==> src/rtl/lgfc_pkg.sv <==
// shared types, widths and constants of the light gate finger counter
package lgfc_pkg;

	localparam int MAX_CHANNELS = 3;
	localparam int CHANNELS_DEF = 3;

	localparam int CODE_W  = 10;
	localparam int COUNT_W = 8;
	localparam int UNIT_W  = 8;
	localparam int TOTAL_W = 15;
	localparam int EV_W    = 2;
	localparam int CFG_IDX_W  = 2;
	localparam int CFG_DATA_W = 10;

	localparam int S_TDATA_W = 32;
	localparam int M_TDATA_W = 40;

	// configuration register indexes
	localparam logic [CFG_IDX_W-1:0] REG_DARK_BELOW  = 2'd0;
	localparam logic [CFG_IDX_W-1:0] REG_LIGHT_ABOVE = 2'd1;
	localparam logic [CFG_IDX_W-1:0] REG_TICKS_PER_S = 2'd2;
	localparam logic [CFG_IDX_W-1:0] REG_TIMEOUT     = 2'd3;

	localparam logic [CODE_W-1:0] DARK_BELOW_RST  = 10'd409;
	localparam logic [CODE_W-1:0] LIGHT_ABOVE_RST = 10'd410;
	localparam logic [UNIT_W-1:0] TICKS_PER_S_RST = 8'd16;
	localparam logic [UNIT_W-1:0] TIMEOUT_RST     = 8'd6;

	// event codes
	localparam logic [EV_W-1:0] EV_NONE   = 2'd0;
	localparam logic [EV_W-1:0] EV_CLEAR  = 2'd1;
	localparam logic [EV_W-1:0] EV_REPORT = 2'd2;

	// request kinds
	localparam logic REQ_TICK   = 1'b0;
	localparam logic REQ_SAMPLE = 1'b1;

	localparam logic [COUNT_W-1:0] COUNT_MAX = {COUNT_W{1'b1}};
	localparam logic [UNIT_W-1:0]  UNIT_MAX  = {UNIT_W{1'b1}};

	typedef struct packed {
		logic [CODE_W-1:0] dark_below;
		logic [CODE_W-1:0] light_above;
	} thresh_t;

	// what one lane shows for the current beat
	typedef struct packed {
		logic               edge_seen;
		logic               dark;
		logic [COUNT_W-1:0] count;
	} lane_st_t;

	typedef struct packed {
		logic                                  present;
		logic [MAX_CHANNELS-1:0][COUNT_W-1:0]  counts;
		logic [TOTAL_W-1:0]                    total;
		logic [EV_W-1:0]                       ev;
	} result_t;

endpackage

==> src/rtl/lgfc_lane.sv <==
// one sensor channel: hysteresis compare, dark edge count, saturating counter
module lgfc_lane
	import lgfc_pkg::*;
(
	input  logic              clk,
	input  logic              arst_n,
	input  logic              sample_en,
	input  logic              clr,
	input  thresh_t           thr,
	input  logic [CODE_W-1:0] code,
	output lane_st_t          st
);

	logic               dark_q;
	logic [COUNT_W-1:0] count_q;
	logic               fall;
	logic               rise;
	logic               dark_nx;
	logic [COUNT_W-1:0] count_nx;

	always_comb begin
		fall = !dark_q && (code < thr.dark_below);
		rise = dark_q && (code > thr.light_above);
		count_nx = count_q;
		if (fall && count_q != COUNT_MAX) begin
			count_nx = count_q + COUNT_W'(1);
		end
		dark_nx = dark_q;
		if (fall) begin
			dark_nx = 1'b1;
		end else if (rise) begin
			dark_nx = 1'b0;
		end
	end

	// state as seen after this beat, before any timeout clear
	assign st.edge_seen = sample_en && (fall || rise);
	assign st.dark      = sample_en ? dark_nx : dark_q;
	assign st.count     = sample_en ? count_nx : count_q;

	always_ff @(posedge clk or negedge arst_n) begin
		if (!arst_n) begin
			dark_q  <= 1'b1;
			count_q <= '0;
		end else if (sample_en) begin
			if (clr) begin
				dark_q  <= 1'b1;
				count_q <= '0;
			end else begin
				dark_q  <= dark_nx;
				count_q <= count_nx;
			end
		end
	end

endmodule

==> src/rtl/lgfc_merge.sv <==
// tick divider, elapsed time, timeout decision and merge of the lane results
module lgfc_merge
	import lgfc_pkg::*;
(
	input  logic              clk,
	input  logic              arst_n,
	input  logic              fire,
	input  logic              req_type,
	input  logic [UNIT_W-1:0] ticks_per_s,
	input  logic [UNIT_W-1:0] timeout_units,
	input  lane_st_t          st [MAX_CHANNELS],
	output logic              clr,
	output result_t           res
);

	logic [UNIT_W-1:0] tick_div_q;
	logic [UNIT_W-1:0] elapsed_q;
	logic              is_tick;
	logic              is_smp;
	logic [UNIT_W:0]   div_p1;
	logic              wrap;
	logic              edge_any;
	logic              present;
	logic [UNIT_W-1:0] elapsed_nx;
	logic [TOTAL_W-1:0] total;

	always_comb begin
		is_tick = fire && (req_type == REQ_TICK);
		is_smp  = fire && (req_type == REQ_SAMPLE);
		div_p1  = {1'b0, tick_div_q} + (UNIT_W+1)'(1);
		wrap    = div_p1 >= {1'b0, ticks_per_s};
		edge_any = 1'b0;
		present  = 1'b0;
		for (int j = 0; j < MAX_CHANNELS; j++) begin
			edge_any = edge_any | st[j].edge_seen;
			present  = present | st[j].dark;
		end
		elapsed_nx = edge_any ? '0 : elapsed_q;
		clr = is_smp && (elapsed_nx > timeout_units);
		total = TOTAL_W'(st[2].count) * TOTAL_W'(100)
			+ TOTAL_W'(st[1].count) * TOTAL_W'(10)
			+ TOTAL_W'(st[0].count);

		res.present = present;
		res.ev      = EV_NONE;
		res.total   = '0;
		for (int j = 0; j < MAX_CHANNELS; j++) begin
			res.counts[j] = clr ? '0 : st[j].count;
		end
		if (clr) begin
			if (present) begin
				res.ev    = EV_REPORT;
				res.total = total;
			end else begin
				res.ev = EV_CLEAR;
			end
		end
	end

	always_ff @(posedge clk or negedge arst_n) begin
		if (!arst_n) begin
			tick_div_q <= '0;
			elapsed_q  <= '0;
		end else if (is_tick) begin
			if (wrap) begin
				tick_div_q <= '0;
				if (elapsed_q != UNIT_MAX) begin
					elapsed_q <= elapsed_q + UNIT_W'(1);
				end
			end else begin
				tick_div_q <= div_p1[UNIT_W-1:0];
			end
		end else if (is_smp) begin
			elapsed_q <= clr ? '0 : elapsed_nx;
		end
	end

endmodule

==> src/rtl/lgfc_skid.sv <==
// output register with a skid stage so the input side keeps flowing
module lgfc_skid
	import lgfc_pkg::*;
(
	input  logic    clk,
	input  logic    arst_n,
	input  logic    in_valid,
	output logic    in_ready,
	input  result_t in_data,
	output logic    out_valid,
	input  logic    out_ready,
	output result_t out_data
);

	logic    out_valid_q;
	logic    skid_valid_q;
	result_t out_q;
	result_t skid_q;
	logic    in_fire;

	assign in_ready  = !skid_valid_q;
	assign in_fire   = in_valid && !skid_valid_q;
	assign out_valid = out_valid_q;
	assign out_data  = out_q;

	always_ff @(posedge clk or negedge arst_n) begin
		if (!arst_n) begin
			out_valid_q  <= 1'b0;
			skid_valid_q <= 1'b0;
		end else if (out_ready || !out_valid_q) begin
			if (skid_valid_q) begin
				out_valid_q  <= 1'b1;
				skid_valid_q <= 1'b0;
			end else begin
				out_valid_q <= in_fire;
			end
		end else if (in_fire) begin
			skid_valid_q <= 1'b1;
		end
	end

	always_ff @(posedge clk) begin
		if (out_ready || !out_valid_q) begin
			out_q <= skid_valid_q ? skid_q : in_data;
		end else if (in_fire) begin
			skid_q <= in_data;
		end
	end

endmodule

==> src/rtl/light_gate_finger_counter.sv <==
// Light gate finger counter: up to three sensor lanes (ones, tens, hundreds) compare each
// 10-bit sample against a dark and a light level and count light-to-dark edges in
// saturating 8-bit counters; timer ticks are divided into elapsed units, and on a sample
// beat past the timeout all counts clear, first reporting 100*hundreds+10*tens+ones if a
// finger is present. One beat is accepted every clock unless s_tready is low: lane counters,
// divider and elapsed count all update in the accept cycle, and the result is registered in
// the output register (or the skid register if it is busy); this two-entry stage lets input
// run on while a result waits; s_tready drops only when both entries hold results.
module light_gate_finger_counter
	import lgfc_pkg::*;
#(
	parameter int CHANNELS = CHANNELS_DEF
) (
	input  logic                  clk,
	input  logic                  arst_n,
	input  logic                  s_tvalid,
	output logic                  s_tready,
	input  logic [S_TDATA_W-1:0]  s_tdata,  // sample_ones, sample_tens, sample_hundreds, zero pad
	input  logic                  s_tuser,  // req_type
	output logic                  m_tvalid,
	input  logic                  m_tready,
	output logic [M_TDATA_W-1:0]  m_tdata,  // reported_total, count_ones, count_tens,
	                                        // count_hundreds, finger_present
	output logic [EV_W-1:0]       m_tuser,  // event_res
	input  logic                  cfg_valid,
	output logic                  cfg_ready,
	input  logic [CFG_IDX_W-1:0]  cfg_index,
	input  logic [CFG_DATA_W-1:0] cfg_data
);

	logic [CODE_W-1:0] dark_below_q;
	logic [CODE_W-1:0] light_above_q;
	logic [UNIT_W-1:0] ticks_per_s_q;
	logic [UNIT_W-1:0] timeout_q;

	thresh_t  thr;
	lane_st_t st [MAX_CHANNELS];
	logic     fire;
	logic     smp_en;
	logic     clr;
	result_t  res;
	result_t  out_res;

	assign cfg_ready = 1'b1;

	always_ff @(posedge clk or negedge arst_n) begin
		if (!arst_n) begin
			dark_below_q  <= DARK_BELOW_RST;
			light_above_q <= LIGHT_ABOVE_RST;
			ticks_per_s_q <= TICKS_PER_S_RST;
			timeout_q     <= TIMEOUT_RST;
		end else if (cfg_valid) begin
			case (cfg_index)
				REG_DARK_BELOW:  dark_below_q  <= cfg_data;
				REG_LIGHT_ABOVE: light_above_q <= cfg_data;
				REG_TICKS_PER_S: ticks_per_s_q <= cfg_data[UNIT_W-1:0];
				REG_TIMEOUT:     timeout_q     <= cfg_data[UNIT_W-1:0];
				default: ;
			endcase
		end
	end

	assign thr.dark_below  = dark_below_q;
	assign thr.light_above = light_above_q;

	assign fire   = s_tvalid && s_tready;
	assign smp_en = fire && (s_tuser == REQ_SAMPLE);

	for (genvar j = 0; j < MAX_CHANNELS; j++) begin : g_lane
		if (j < CHANNELS) begin : g_on
			lgfc_lane u_lane (
				.clk       (clk),
				.arst_n    (arst_n),
				.sample_en (smp_en),
				.clr       (clr),
				.thr       (thr),
				.code      (s_tdata[j*CODE_W +: CODE_W]),
				.st        (st[j])
			);
		end else begin : g_off
			// unused channel: never dark, never counts
			assign st[j] = '0;
		end
	end

	lgfc_merge u_merge (
		.clk           (clk),
		.arst_n        (arst_n),
		.fire          (fire),
		.req_type      (s_tuser),
		.ticks_per_s   (ticks_per_s_q),
		.timeout_units (timeout_q),
		.st            (st),
		.clr           (clr),
		.res           (res)
	);

	lgfc_skid u_skid (
		.clk       (clk),
		.arst_n    (arst_n),
		.in_valid  (s_tvalid),
		.in_ready  (s_tready),
		.in_data   (res),
		.out_valid (m_tvalid),
		.out_ready (m_tready),
		.out_data  (out_res)
	);

	assign m_tdata = {out_res.present, out_res.counts, out_res.total};
	assign m_tuser = out_res.ev;

endmodule

==> config.mk <==
export PLATFORM = sky130hd
export DESIGN_NAME = light_gate_finger_counter
export DESIGN_NICKNAME = d
export VERILOG_FILES = /design/src/rtl/lgfc_pkg.sv /design/src/rtl/lgfc_lane.sv /design/src/rtl/lgfc_merge.sv /design/src/rtl/lgfc_skid.sv /design/src/rtl/light_gate_finger_counter.sv
export SDC_FILE = /design/constraint.sdc
export NUM_CORES = 1
export LEC_CHECK = 0
export ABC_AREA = 0
export BUFFER_PORTS_ARGS = -buffer_cell sky130_fd_sc_hd__clkbuf_2
export CAP_MARGIN = 20
export CORE_MARGIN = 3
export CORE_UTILIZATION = 25
export DETAILED_ROUTE_END_ITERATION = 6
export PLACE_DENSITY = 0.46
export SLEW_MARGIN = 10
export SYNTH_ARGS = -nofsm -noshare
export SYNTH_HDL_FRONTEND = slang
export SYNTH_SLANG_ARGS = --single-unit
export TNS_END_PERCENT = 5
==> constraint.sdc <==
create_clock -name clk -period 7.7 [get_ports clk]
set_clock_uncertainty 0.2 [all_clocks]
set_input_delay 0.385 -clock clk [delete_from_list [all_inputs] [get_ports clk]]
set_output_delay 0.385 -clock clk [all_outputs]
set_load 0.02 [all_outputs]
==> flow_summary_export.csv <==
group,metric,value,unit
sta,final_hold_viol_count,0,
sta,fin_crit_sh,88.79,%
sta,clock_period_minus_worst_slack,6.837,ns
yosys,synth_seq_cells,165,
sta,timing.final.max_slew_violations,0,
drt,drt-vias-per-instance,4.532,
cts,worst_skew_pair.late_latency,0.45,ns
place,detailed_place_hpwl,18880,um
cts,clkSinkCount,165,
place,place.port_buffers,91,
power,worst_ir_drop_vdd,0.1645,mV
finish,layout-area-overhead-vs-synth,17.05,%
sta,rsz0062_at_grt,"no",
cts,tritoncts,"done",
power,switchingPower,1.507,mW
power,sequential_group_share_of_total_power,32.0,%
power,pwr-share-clk,22.6,%
outcome,outcome,"complete, no violations",
setup_path,cp_max_fo,7,
power,leakage,5.675,nW
setup_path,cp_slowest_stage_delay,0.52,ns
drt,antenna_left,0,
yosys,synth_seq_area_share,43.78,%
min_path,type_of_the_worst_min_delay_path,"input port to flop",
sta,setup_viol,0,
power,cell_internal_pwr,2.265,mW
cts,root_buffer,"clkbuf_16",
floorplan,fp.dieW,210.3,um
setup_path,timing.rr.end,"u_skid.out_data[16]$_DFFE_PN_",
setup_path,crit_end_category,"flop",
run,drv.max_cap_violation_count,0,
setup_path,worst_r2r_path_depth,29,
floorplan,fp.dieArea,44230,um2
cts,cts_max_level,4,
sta,maxSlewHeadroom,33.50,%
floorplan,chipHeight,210.3,um
setup_path,worst_ep_arrival_time,6.84,ns
setup_path,timing.rr.start,"dark_below_q[3]$_DFFE_PN1P_",
finish,postLayoutCellArea,12220,um2
yosys,synth_top_flop_cell,"edfxtp_1",
yosys,post_synth.cell_area_avg,10.63,um2
grt,grt_usage,11.81,%
power,power.switching_fraction,39.95,%
floorplan,design.portCount,95,
power,combinationalPowerShare,45.4,%
cts,clockBufferDepth,2,
grt,grt_max_degree,49,
drt,routedWlPerCell,15.27,um
drt,drcViolationCount,0,
yosys,post_synth_instance_area,10440,um2
setup_path,worst_setup_path_start_kind,"flop",
sta,worstMarginPinSlew,0.9931,ns
place,place.gp.congestion,0.7905,
floorplan,effective_utilization_at_floorplan,25.44,%
finish,nets,1284,
grt,grt_first_pass_wirelength,41140,um
yosys,synth_cell_type_count,64,
drt,dr_total_vias,7406,
drt,detail_route.wirelength,24950,um
yosys,instance_count_of_the_mapped_netlist,982,
yosys,synth_edf_count,84,
grt,first_global_vias,7705,
floorplan,floorplan.rows,74,
finish,antenna_cells_inserted,0,
yosys,synth_fp_nets,1177,
grt,antenna_violations_before_repair,0,
cts,postCtsResizedCells,0,
sta,fmax,0.1463,GHz
sta,totalNegativeSetupSlack,0,ns
drt,drtPass1Iterations,5,
setup_path,critPathKind,"flop to flop",
setup_path,required,7.71,ns
grt,global_route.overflow_total,0,
drt,starting_drt_drc_count,375,
power,finalPower,3.772,mW
floorplan,core-area,41020,um2
yosys,synth-async-reset-ratio,49.09,%
cts,cts-buffers-inserted,17,
power,power_per_cell_area,308.8,nW/um2
finish,commonest_cells_after_routing_fill_and_taps_aside,"ha_1 (134), clkbuf_2 (90), edfxtp_1 (84)",
finish,post-route-util,29.78,%
yosys,ys.warnings.count,0,
setup_path,critical_path.slowest_cell,"dfstp_2",
min_path,min-delay-start,"cfg_data[7]",
finish,drive_gt1_share,18.51,%
finish,mostFrequentLayoutCell,"ha_1",
cts,cts.reportedPaths.clkPinSlew,0.07,ns
setup_path,worst_path_most_repeated_cell,"ha_1",
place,placed_cell_area,11580,um2
setup_path,reg2reg_setup_slack,0.86,ns
min_path,worst_hold_path.num_cells,3,
min_path,min_to,"dark_below_q[7]$_DFFE_PN1P_",
## power groups by stage
stage               Combinational [mW]  Clock (mW)  Sequential (mW)
finish                            1.71       0.853             1.21
global route                      2.02       0.921             1.23
CTS                               1.75       0.885             1.21
detailed placement                1.73           0             1.22
global placement                  1.71           0             1.22
floorplan                         1.24           0             1.25
## state kept, by name, indices dropped and copies added (netlist names)
signal                      cells
dark_below_q                   10
ticks_per_s_q                   8
g_lane.g_on.u_lane.dark_q       3
u_skid.skid_q                  42
timeout_q                       8
u_merge.tick_div_q              8
u_skid.skid_valid_q             1
light_above_q                  10
u_merge.elapsed_q               8
u_skid.out_data                42
u_skid.out_valid                1
g_lane.g_on.u_lane.count_q     24
## synth_stat cells, drive strengths merged (5+ instances only)
cell type | instances | area share, %
o31ai | 12 | 0.86
a21o | 28 | 2.0
nand3 | 25 | 1.2
edfxtp | 84 | 24
xor2 | 15 | 1.3
nor2 | 81 | 2.9
dfstp | 16 | 4.0
and3 | 11 | 0.66
fa | 11 | 2.1
mux2i | 11 | 1.1
xnor2 | 29 | 2.4
o32a | 7 | 0.67
o21a | 5 | 0.36
nand2b | 15 | 0.90
o211ai | 11 | 0.89
dfrtp | 65 | 16
o21ai | 50 | 2.4
a21oi | 34 | 1.6
mux2 | 33 | 3.6
inv | 85 | 3.1
clkbuf | 17 | 0.61
buf | 5 | 0.32
nor3 | 13 | 0.62
ha | 134 | 16
and2 | 21 | 1.3
nor2b | 12 | 0.72
nand2 | 79 | 2.8
a211oi | 9 | 0.70
nand4 | 16 | 0.96
## routing by layer
metal | global-route usage [%] | part of all wire (%) | vias to the layer above
met5 | 0 | 0 | -
met4 | 3.395 | 1.4 | 0
met3 | 2.366 | 3.0 | 21
met2 | 19.26 | 45 | 81
met1 | 15.98 | 50 | 3561
li1 | - | - | 3743
## worst max path at each step
| stage | to | startpoint | cells past startpoint | slack (ns) |
|---|---|---|---|---|
| detailed placement | u_skid.out_data[16]$_DFFE_PN_ | dark_below_q[3]$_DFFE_PN1P_ | 29 | 0.84 |
| floorplan | u_skid.out_data[16]$_DFFE_PN_ | dark_below_q[3]$_DFFE_PN1P_ | 27 | 1.58 |
| CTS | u_skid.out_data[16]$_DFFE_PN_ | dark_below_q[3]$_DFFE_PN1P_ | 29 | 0.80 |
| global route | u_skid.out_data[15]$_DFFE_PN_ | dark_below_q[4]$_DFFE_PN1P_ | 22 | 0.32 |
| global placement | u_skid.out_data[16]$_DFFE_PN_ | dark_below_q[3]$_DFFE_PN1P_ | 29 | 0.84 |
| finish | u_skid.out_data[16]$_DFFE_PN_ | dark_below_q[3]$_DFFE_PN1P_ | 29 | 0.86 |
## worst max-delay path: cells and delay by family (launching register included)
kind | cells | cell delay (ns)
adders and majority gates | 7 | 2.36
AOI/OAI and AO/OA | 8 | 1.60
and+or+nand+nor | 6 | 0.89
buffers and inverters | 5 | 0.53
DFF | 1 | 0.52
xor gates and xnor gates | 3 | 0.51
## through the flow
step / instances / hold slack (ns) / worst slack (ns)
floorplan: 982 / -0.1106 / 1.577
global placement: 1597 / 0.2195 / 0.8398
detailed placement: 1597 / 0.2188 / 0.8374
CTS: 1634 / 0.003277 / 0.7954
global route: 1634 / 0.02898 / 0.3214
finish: 1634 / 0.03319 / 0.8635
## layout make-up
| class | count | area, um2 |
|---|---|---|
| Clock buffer | 17 | 425.4 |
| Clock inverter | 15 | 156.4 |
| Fill cell | 4214 | 28800 |
| Inverter | 85 | 319.1 |
| Multi-Input combinational cell | 710 | 5465 |
| Sequential cell | 165 | 4571 |
| Tap cell | 532 | 665.6 |
| Timing Repair Buffer | 110 | 613.1 |
## timing repair
item / 4_1_cts / 5_1_grt
endpoints found under the hold margin: 29 / 0
buffers inserted: 0 / 0
hold buffers: 5 / 0
## kinds of logic after synthesis
family / share of synthesized area [%]
adders and majority gates: 18.18
buffers and inverters: 3.992
DFF: 43.78
other: 0.03593
xor gates and xnor gates: 3.693
AOI/OAI and AO/OA: 11.89
muxes: 4.652
and+or+nand+nor: 13.78
(Power assumes the default switching activity.)
